`src/hdl/sitoa_pkg.sv`:
```
// ----------------------------------------------------------------------------
// sitoa_pkg
// Shared types and constants for the signed integer to decimal text converter.
// ----------------------------------------------------------------------------
package sitoa_pkg;

    localparam logic [7:0] ASCII_ZERO  = 8'h30;
    localparam logic [7:0] ASCII_MINUS = 8'h2D;

    typedef enum logic [1:0] {
        BK_IDLE,
        BK_CONVERT,
        BK_SCAN,
        BK_DIGITS
    } back_state_t;

    typedef struct packed {
        logic full;
        logic empty;
    } q_status_t;

endpackage

```
`src/hdl/sitoa_fifo.sv`:
```
// ----------------------------------------------------------------------------
// sitoa_fifo
// Two-entry queue between the intake stage and the digit generator.
// ----------------------------------------------------------------------------
module sitoa_fifo #(
    parameter int DATA_WIDTH = 33
) (
    input  logic                  clk,
    input  logic                  rst_n,
    input  logic                  push,
    input  logic [DATA_WIDTH-1:0] push_data,
    input  logic                  pop,
    output logic [DATA_WIDTH-1:0] pop_data,
    output sitoa_pkg::q_status_t  status
);

    logic [DATA_WIDTH-1:0] mem_reg [2];
    logic                  wr_ptr_reg;
    logic                  wr_ptr_next;
    logic                  rd_ptr_reg;
    logic                  rd_ptr_next;
    logic [1:0]            count_reg;
    logic [1:0]            count_next;
    logic                  do_push;
    logic                  do_pop;

    assign status.full  = (count_reg == 2'd2);
    assign status.empty = (count_reg == 2'd0);
    assign do_push      = push && !status.full;
    assign do_pop       = pop && !status.empty;
    assign pop_data     = mem_reg[rd_ptr_reg];

    always_comb
    begin
        wr_ptr_next = do_push ? !wr_ptr_reg : wr_ptr_reg;
        rd_ptr_next = do_pop ? !rd_ptr_reg : rd_ptr_reg;
        count_next  = count_reg;
        if (do_push && !do_pop)
        begin
            count_next = count_reg + 2'd1;
        end
        else if (do_pop && !do_push)
        begin
            count_next = count_reg - 2'd1;
        end
    end

    always_ff @(posedge clk or negedge rst_n)
    begin
        if (!rst_n)
        begin
            wr_ptr_reg <= 1'b0;
            rd_ptr_reg <= 1'b0;
            count_reg  <= 2'd0;
        end
        else
        begin
            wr_ptr_reg <= wr_ptr_next;
            rd_ptr_reg <= rd_ptr_next;
            count_reg  <= count_next;
        end
    end

    always_ff @(posedge clk)
    begin
        if (do_push)
        begin
            mem_reg[wr_ptr_reg] <= push_data;
        end
    end

endmodule

```
`src/hdl/sitoa_front.sv`:
```
// ----------------------------------------------------------------------------
// sitoa_front
// Intake stage: accepts a transaction, splits it into sign and magnitude.
// ----------------------------------------------------------------------------
module sitoa_front #(
    parameter int VALUE_WIDTH = 32
) (
    input  logic                        start,
    input  logic signed [31:0]          value,
    output logic                        busy,
    input  sitoa_pkg::q_status_t        q_status,
    output logic                        push,
    output logic [VALUE_WIDTH:0]        push_data
);

    logic signed [63:0]     value_ext;
    logic [VALUE_WIDTH-1:0] raw;
    logic                   neg;
    logic [VALUE_WIDTH-1:0] mag;

    assign value_ext = 64'(value);
    assign raw       = value_ext[VALUE_WIDTH-1:0];
    assign neg       = raw[VALUE_WIDTH-1];
    assign mag       = neg ? (~raw + VALUE_WIDTH'(1)) : raw;
    assign busy      = q_status.full;
    assign push      = start && !q_status.full;
    assign push_data = {neg, mag};

endmodule

```
`src/hdl/sitoa_back.sv`:
```
// ----------------------------------------------------------------------------
// sitoa_back
// Digit generator: shift-and-add-3 binary to BCD, then emits the text.
// ----------------------------------------------------------------------------
module sitoa_back #(
    parameter int VALUE_WIDTH = 32,
    parameter int NDIG        = 10
) (
    input  logic                       clk,
    input  logic                       rst_n,
    input  sitoa_pkg::q_status_t       q_status,
    input  logic [VALUE_WIDTH:0]       q_data,
    output logic                       pop,
    output logic                       strobe,
    output logic [7:0]                 character,
    output logic                       last
);

    localparam int IDXW = $clog2(NDIG);
    localparam int CNTW = $clog2(VALUE_WIDTH);

    sitoa_pkg::back_state_t   state_reg;
    sitoa_pkg::back_state_t   state_next;
    logic                     neg_reg;
    logic                     neg_next;
    logic [VALUE_WIDTH-1:0]   bin_reg;
    logic [VALUE_WIDTH-1:0]   bin_next;
    logic [NDIG-1:0][3:0]     bcd_reg;
    logic [NDIG-1:0][3:0]     bcd_next;
    logic [CNTW-1:0]          bit_reg;
    logic [CNTW-1:0]          bit_next;
    logic [IDXW-1:0]          idx_reg;
    logic [IDXW-1:0]          idx_next;
    logic [4*NDIG-1:0]        adj_flat;
    logic [IDXW-1:0]          lead;

    always_comb
    begin
        for (int i = 0; i < NDIG; i++)
        begin
            adj_flat[4*i +: 4] = (bcd_reg[i] >= 4'd5) ? (bcd_reg[i] + 4'd3) : bcd_reg[i];
        end
    end

    always_comb
    begin
        lead = '0;
        for (int i = 0; i < NDIG; i++)
        begin
            if (bcd_reg[i] != 4'd0)
            begin
                lead = IDXW'(i);
            end
        end
    end

    always_comb
    begin
        state_next = state_reg;
        neg_next   = neg_reg;
        bin_next   = bin_reg;
        bcd_next   = bcd_reg;
        bit_next   = bit_reg;
        idx_next   = idx_reg;
        pop        = 1'b0;
        strobe     = 1'b0;
        character  = sitoa_pkg::ASCII_ZERO;
        last       = 1'b0;
        case (state_reg)
            sitoa_pkg::BK_IDLE:
            begin
                if (!q_status.empty)
                begin
                    pop        = 1'b1;
                    neg_next   = q_data[VALUE_WIDTH];
                    bin_next   = q_data[VALUE_WIDTH-1:0];
                    bcd_next   = '0;
                    bit_next   = CNTW'(VALUE_WIDTH - 1);
                    state_next = sitoa_pkg::BK_CONVERT;
                end
            end
            sitoa_pkg::BK_CONVERT:
            begin
                bcd_next = {adj_flat[4*NDIG-2:0], bin_reg[VALUE_WIDTH-1]};
                bin_next = {bin_reg[VALUE_WIDTH-2:0], 1'b0};
                bit_next = bit_reg - CNTW'(1);
                if (bit_reg == '0)
                begin
                    state_next = sitoa_pkg::BK_SCAN;
                end
            end
            sitoa_pkg::BK_SCAN:
            begin
                idx_next   = lead;
                state_next = sitoa_pkg::BK_DIGITS;
                if (neg_reg)
                begin
                    strobe    = 1'b1;
                    character = sitoa_pkg::ASCII_MINUS;
                end
            end
            sitoa_pkg::BK_DIGITS:
            begin
                strobe    = 1'b1;
                character = sitoa_pkg::ASCII_ZERO | {4'd0, bcd_reg[idx_reg]};
                last      = (idx_reg == '0);
                idx_next  = idx_reg - IDXW'(1);
                if (idx_reg == '0)
                begin
                    state_next = sitoa_pkg::BK_IDLE;
                end
            end
            default:
            begin
                state_next = sitoa_pkg::BK_IDLE;
            end
        endcase
    end

    always_ff @(posedge clk or negedge rst_n)
    begin
        if (!rst_n)
        begin
            state_reg <= sitoa_pkg::BK_IDLE;
        end
        else
        begin
            state_reg <= state_next;
        end
    end

    always_ff @(posedge clk)
    begin
        neg_reg <= neg_next;
        bin_reg <= bin_next;
        bcd_reg <= bcd_next;
        bit_reg <= bit_next;
        idx_reg <= idx_next;
    end

`ifndef SYNTHESIS
    a_last_has_strobe: assert property (@(posedge clk) disable iff (!rst_n)
        last |-> strobe)
        else $error("Last flag raised without a character strobe.");

    a_text_continues: assert property (@(posedge clk) disable iff (!rst_n)
        (strobe && !last) |=> strobe)
        else $error("Character text interrupted before its last character.");

    a_pop_starts_convert: assert property (@(posedge clk) disable iff (!rst_n)
        pop |=> (state_reg == sitoa_pkg::BK_CONVERT))
        else $error("Queue pop did not start a conversion.");

    a_pop_not_empty: assert property (@(posedge clk) disable iff (!rst_n)
        pop |-> !q_status.empty)
        else $error("Queue popped while empty.");
`endif

endmodule

```
`src/hdl/signed_int_to_decimal_ascii.sv`:
```
// ----------------------------------------------------------------------------
// signed_int_to_decimal_ascii
// Converts a signed integer into its decimal ASCII text, one character
// per cycle, most significant character first.
// ----------------------------------------------------------------------------
// A transaction is accepted on a rising edge with start high and busy low;
// only the low VALUE_WIDTH bits of value are converted, as two's complement.
// The text comes out on character with strobe high for one cycle each;
// last marks its final character. A negative number begins with '-', zero
// gives a single '0', and no leading zeros appear.
// An intake stage writes sign and magnitude into a two-entry queue, so up
// to two numbers wait while a third is being converted; busy is high when
// the queue is full. The digit generator pops a number, runs a one bit per
// cycle binary to BCD conversion, locates the leading digit (emitting '-'
// there when negative), then emits one digit per cycle. The generator
// converts one number at a time and pops the next only once it is idle.
// The receiver cannot stall. Reset empties the queue and idles the
// generator; nothing else needs clearing.
// ----------------------------------------------------------------------------
module signed_int_to_decimal_ascii #(
    parameter int VALUE_WIDTH = 32
) (
    input  logic               clk,
    input  logic               rst_n,
    input  logic               start,
    output logic               busy,
    input  logic signed [31:0] value,
    output logic               strobe,
    output logic [7:0]         character,
    output logic               last
);

    localparam int NDIG = (VALUE_WIDTH * 301) / 1000 + 1;

    sitoa_pkg::q_status_t q_status;
    logic                 push;
    logic [VALUE_WIDTH:0] push_data;
    logic                 pop;
    logic [VALUE_WIDTH:0] pop_data;

    sitoa_front #(
        .VALUE_WIDTH (VALUE_WIDTH)
    ) u_front (
        .start     (start),
        .value     (value),
        .busy      (busy),
        .q_status  (q_status),
        .push      (push),
        .push_data (push_data)
    );

    sitoa_fifo #(
        .DATA_WIDTH (VALUE_WIDTH + 1)
    ) u_fifo (
        .clk       (clk),
        .rst_n     (rst_n),
        .push      (push),
        .push_data (push_data),
        .pop       (pop),
        .pop_data  (pop_data),
        .status    (q_status)
    );

    sitoa_back #(
        .VALUE_WIDTH (VALUE_WIDTH),
        .NDIG        (NDIG)
    ) u_back (
        .clk       (clk),
        .rst_n     (rst_n),
        .q_status  (q_status),
        .q_data    (pop_data),
        .pop       (pop),
        .strobe    (strobe),
        .character (character),
        .last      (last)
    );

endmodule

```
`config.mk`:
```
export PLATFORM = sky130hd
export DESIGN_NAME = signed_int_to_decimal_ascii
export DESIGN_NICKNAME = d
export VERILOG_FILES = /design/src/hdl/sitoa_pkg.sv /design/src/hdl/sitoa_fifo.sv /design/src/hdl/sitoa_front.sv /design/src/hdl/sitoa_back.sv /design/src/hdl/signed_int_to_decimal_ascii.sv
export SDC_FILE = /design/constraint.sdc
export NUM_CORES = 1
export LEC_CHECK = 0
export ABC_CLOCK_PERIOD_IN_PS = 6200
export BUFFER_PORTS_ARGS = -buffer_cell sky130_fd_sc_hd__buf_2
export CORE_MARGIN = 2
export CORE_UTILIZATION = 26
export DETAILED_ROUTE_END_ITERATION = 12
export GPL_ROUTABILITY_DRIVEN = 0
export HOLD_SLACK_MARGIN = 0.06
export RECOVER_POWER = 100
export SLEW_MARGIN = 10
export SYNTH_ARGS = -nofsm -noshare
export SYNTH_HDL_FRONTEND = slang
export SYNTH_SLANG_ARGS = --single-unit
```
`constraint.sdc`:
```
create_clock -name clk -period 6.2 [get_ports clk]
set_input_delay 0.31 -clock clk [delete_from_list [all_inputs] [get_ports clk]]
set_output_delay 0.31 -clock clk [all_outputs]
set_load 0.05 [all_outputs]
```
Yosys cells after proc, flatten, opt, wreduce, memory -nomap -nowiden
Memory sizes are Yosys's and may differ from the RTL's.
Cells that the tools add are included.
W data, S select, Z words.
{"block": "word_totals", "regBits": 88, "ramBits": 66, "wordCells": 128, "memories": 1}
{"block": "op_classes", "add_sub_neg": 15, "magnitude_cmp": 11, "eq_ne": 7, "n_mux": 44, "bitwise": 2, "n_reduce_logical": 30}
{"name": "u_fifo.mem_reg", "words": 2, "width": 33, "rd": 1, "rd_clocked_by_memory_dff": 0, "wr": 1, "line": "sitoa_fifo.sv:17", "source": "logic [DATA_WIDTH-1:0] mem_reg [2];"}
{"op": "$pmux W40 S2", "n": 1}
{"op": "$mux W32", "n": 2}
{"op": "$pmux W32 S2", "n": 1}
{"op": "$mux W4", "n": 12}
{"op": "$ge A4 B3 Y1 const B", "n": 10}
{"op": "$mux W40", "n": 1}
{"op": "$add A4 B2 Y4 const B", "n": 9}
{"op": "$reduce_bool A4 Y1", "n": 9}
{"op": "$add A32 B1 Y32 const B", "n": 1}
{"op": "$not A32 Y32", "n": 1}
{"op": "$bmux W4 S4", "n": 1}
{"op": "$pmux W8 S2", "n": 1}
{"op": "$mux W3", "n": 5}
{"op": "$mux W2", "n": 7}
{"op": "$mux W5", "n": 2}
{"op": "$pmux W5 S2", "n": 1}
{"op": "$pmux W2 S4", "n": 1}
{"op": "$pmux W4 S2", "n": 1}
{"op": "$mux W1", "n": 7}
{"op": "$eq A2 B2 Y1 const B", "n": 3}
{"op": "$logic_not A1 Y1", "n": 6}
{"op": "$reduce_bool A2 Y1", "n": 3}
{"op": "$logic_and A1 B1 Y1", "n": 5}
{"op": "$logic_not A5 Y1", "n": 1}
{"op": "15 further kinds", "n": 18}

Depth between registers and ports, before layout
{"block": "depth", "word_depth": 11, "ltp_mapped": 7, "mapped_depth_nobuf": 7}

Cells and area by module
From an unflattened synthesis, not the netlist that was laid out.
{"block": "hier_totals", "hier_cells": 637, "hier_area_um2": 8380.5}
{"mod": "sitoa_back", "instances": 1, "cells_per_inst": 413, "area_each_um2": 4848.4, "seq_area_each_um2": 2512.4}
{"mod": "sitoa_fifo", "instances": 1, "cells_per_inst": 122, "area_each_um2": 2730.1, "seq_area_each_um2": 2082.0}
{"mod": "sitoa_front", "instances": 1, "cells_per_inst": 102, "area_each_um2": 802.0, "seq_area_each_um2": 0.0}

Least setup slack after synthesis
OpenSTA, ideal clock, no wires.
{"block": "synth_timing", "kind": "register to register", "from": "reg u_back.state_reg[1]", "to": "reg u_back.bcd_reg[0] (netlist name), enable pin", "setup_time_ps": 538, "arrival_time_ps": 4933, "slack_ps": 729, "stages_incl_launch_ff": 7, "path_buffers": 2, "synth_period_minus_slack_ps": 5471, "path_cell_list": "dfrtp_1 inv_1 ha_1 clkbuf_1 clkbuf_1 nor2_1 a21oi_1"}
{"block": "synth_between", "elab_chain_cells": 3, "elab_cells_between_ends": 5}
{"element": "start, declared", "line": "sitoa_back.sv:22", "source": "sitoa_pkg::back_state_t state_reg;"}
{"element": "start signal, assigned", "line": "sitoa_back.sv:124", "source": "state_reg <= sitoa_pkg::BK_IDLE;"}
{"element": "start signal, assigned", "line": "sitoa_back.sv:128", "source": "state_reg <= state_next;"}
{"element": "$logic_not A2 Y1 / $eq A2 B1 Y1 (equally long branches)", "line": "sitoa_back.sv:69", "source": "case (state_reg)"}
{"element": "$ne A2 B2 Y1 (no source line) / $reduce_bool A2 Y1 (equally long branches)"}
{"element": "$reduce_and A2 Y1 (no source line) (*)"}
{"element": "end signal, assigned", "line": "sitoa_back.sv:136", "source": "bcd_reg <= bcd_next;"}
{"element": "end, declared", "line": "sitoa_back.sv:28", "source": "logic [NDIG-1:0][3:0] bcd_reg;"}
Every way passes the cells marked *; elsewhere a longest branch is shown, timed or not.
A chain may end at the register's enable or synchronous reset.

Final worst setup path
{"block": "layout_timing", "from": "reg u_back.state_reg[0]", "to": "reg u_back.bcd_reg[38] (netlist name), enable pin"}
The elaborated chain is that of the path after synthesis.

==> impl_metrics.yaml <==
outcome:
  status: "finished, violations left"
  violations: "max-capacitance violations, max-slew violations"
finish:
  num-nets-final: 750
  fillers: 3078
  seq_area_mm2: 0.004594
  final_core_util_pct: 30.22
  diodes: 0
  areaGrowthSynthToFinish_pct: 15.00
  largest_register_ff_count: 66
  drive_above_1_share_pct: 12.16
  multi_input_area_mm2: 0.003178
  layout.cells.non_filler: 1095
critical_path:
  reg2regPathDepth: 5
  end_kind: "flip-flop"
  critical_path.max_stage_delay_ps: 1710
  path_buf_inv: 2
  cp-start-kind: "flip-flop"
  critPathArrivalTime_ps: 3190
  r2r-end: "u_back.bcd_reg[38]$_SDFFCE_PN0P_"
  r2r-start: "u_back.state_reg[0]$_DFFE_PN0P_"
  crit_slowest_cell: "clkbuf_1"
  crit_chain: "inv_1 -> ha_1 -> nor2_1 -> a21oi_4 -> clkbuf_1"
  reg2reg_slack_ps: 3000
  critPathTopFamily: "buffers and inverters"
  required_ps: 6190
  cp_max_fo: 41
  crit_type: "reg -> reg"
routing:
  wire_per_inst_um: 14.21
  vias: 4882
  viasPerCell: 4.458
  antenna_left: 0
  routed_wl_mm: 15.56
  drc: 0
  firstDrtPassIters: 5
  drt_iter0_drc: 350
placement:
  dp.final_hpwl_mm: 10.14
  place_inst: 1062
  portBuffers: 42
power_and_ir_drop:
  ir_drop_mv: 0.2795
  leakagePower_nw: 3.414
  power_density_mw_per_mm2: 531.0
clock_tree:
  clockRootBuffer: "clkbuf_16"
  post_cts_resized: 0
  insertion_delay_ps: 430
  cts_made_buffers: 17
  clk_pin_slew_ps: 70
  h-tree-depth: 4
  cts_sinks: 154
  cts_tree: "built"
  clk_path_buf_depth: 2
synthesis:
  synth_seq_cells: 154
  synth-main-ff-cell: "edfxtp_1"
  synth.avg_cell_area_um2: 12.43
  yosys_warnings: 0
  syn_area_mm2: 0.008016
  synth.distinct_cells: 52
  yosys.area.top_type: "edfxtp_1"
  synthArstFlopShare_pct: 3.896
  synth_top_area_share_pct: 55.44
  synth.top_cells.by_area: "edfxtp_1 (55%), xnor2_1 (5.8%), mux2i_1 (5.1%)"
  ys_seq_area_share_pct: 57.31
  synthTopCellsByCount: "edfxtp_1 (148), nand2_1 (80), xnor2_1 (53), o21ai_0 (49), mux2i_1 (41)"
  yosysMostFrequentCell: "edfxtp_1"
  netlist_instances: 645
  synth_edf_count: 148
sta:
  finalCritPeriodShare_pct: 51.64
  period_needed_ps: 3201
  fmax_ghz: 0.3124
  tns_ps: 0
  hold_violations: 0
  slew_viol_final: 217
  tightest_slew_ps: 2383
  finalSetupViolCount: 0
  skew_ps: 11.06
  rsz0062_at_grt: "false"
  slew_headroom_pct: -58.89
hold_path:
  min_to: "u_fifo.wr_ptr_reg$_DFFE_PN0P_"
  hp-start: "start"
  min_path_cells: 3
  hp-class: "in -> reg"
global_route:
  grt_pass1_vias: 4814
  grt_pass1_wl_mm: 25.38
  grt_max_degree: 110
  track_usage_pct: 9.887
  overflow: 0
  antenna_found_initial: 0
die:
  placeableCoreArea_mm2: 0.03051
  die_w_um: 179.6
  die_area_mm2: 0.03225
  die_h_um: 179.6
  start_util_pct: 26.28
  num_io_pins: 46
  rows: 64
job:
  cap_violations: 6
routing by layer:
metal  track usage (%)  part of all wire [%]  vias up
met5                 0                     0        -
met4             3.024                  0.73        0
met3             2.877                   4.1        9
met2             15.34                    47       93
met1             13.34                    49     2350
li1                  -                     -     2430
cell usage in the layout, fill, tap and decap left out, types with 4 or more instances in the layout:
master     netlist  layout
edfxtp_1       148     148
nand2_1         80      80
xnor2_1         53      53
o21ai_0         49      49
mux2i_1         41      41
inv_1           33      33
buf_2            5      31
ha_1            29      29
nor2_1          28      27
nand2b_1        18      18
clkbuf_16        0      17
clkbuf_1        18      16
and3_1          10      10
a21o_1          10      10
o211a_1         10      10
a21boi_0        10      10
nand3_1          9       9
o31ai_1          9       9
mux4_2           8       8
o41ai_1          7       8
inv_6            0       8
and2_1          11       6
dfrtp_1          6       6
nor3_1           4       5
and2_0           0       5
nor3b_1          4       4
logic make-up after synthesis:
group / Yosys count / synth area share (%)
flops: 154 / 57.31
compound gates: 110 / 9.490
simple gates: 183 / 11.78
buf+inv: 60 / 3.028
mux: 51 / 7.648
other cells: 2 / 0.09368
xor+xnor: 56 / 6.118
fa+ha+maj: 29 / 4.526
stage by stage:
stage / worst slack, ps / instance area (um^2) / power [W] / hold WS (ps)
2_1_floorplan: 729.0 / 8020 / 0.003411 / 14.41
3_3_place_gp: 3942 / 8662 / 0.003825 / 143.6
3_5_place_dp: 3947 / 8662 / 0.003857 / 142.9
4_1_cts: 3474 / 9270 / 0.004948 / 125.3
5_1_grt: 2626 / 9219 / 0.005266 / 199.6
6_report: 2999 / 9219 / 0.004895 / 210.6
layout make-up:
class,instances,share of cell area [%]
clock buffer,18,4.655
sequential,154,49.84
tap,396,5.375
multi-input combinational,432,34.47
inverter,33,1.344
clock inverter,14,1.832
timing repair buffer,48,2.484
worst reg2reg max path: stages, from the launching register on:
cell and delay, ps:
dfrtp_1 400, inv_1 130, ha_1 280, nor2_1 110
a21oi_4 120, clkbuf_1 1710
power by group:
part	switching, W	internal (W)	total [W]
sequential	0.000365	0.00179	0.00216
combinational	0.000984	0.000688	0.00167
clock	0.000456	0.000610	0.00107
total	0.00181	0.00309	0.00490
how the worst max path moves through the flow:
stage / cells after the start / end / from / slack [ps]
after floorplan: 6 / u_back.bcd_reg[0]$_SDFFCE_PN0P_ / u_back.state_reg[1]$_DFFE_PN0P_ / 730
after global placement: 4 / character[0] / u_back.idx_reg[0]$_DFFE_PN_ / 3940
after detailed placement: 4 / character[0] / u_back.idx_reg[0]$_DFFE_PN_ / 3950
after CTS: 4 / character[0] / u_back.idx_reg[0]$_DFFE_PN_ / 3470
after global routing: 5 / u_back.bcd_reg[38]$_SDFFCE_PN0P_ / u_back.state_reg[1]$_DFFE_PN0P_ / 2630
final: 5 / u_back.bcd_reg[38]$_SDFFCE_PN0P_ / u_back.state_reg[0]$_DFFE_PN0P_ / 3000
what timing repair did:
| action | CTS | global route |
|---|---|---|
| hold endpoints to repair | 6 | 0 |
| hold buffers | 1 | 0 |
| buffers inserted | 0 | 0 |
No activity file was read; power rests on OpenSTA's default activity.
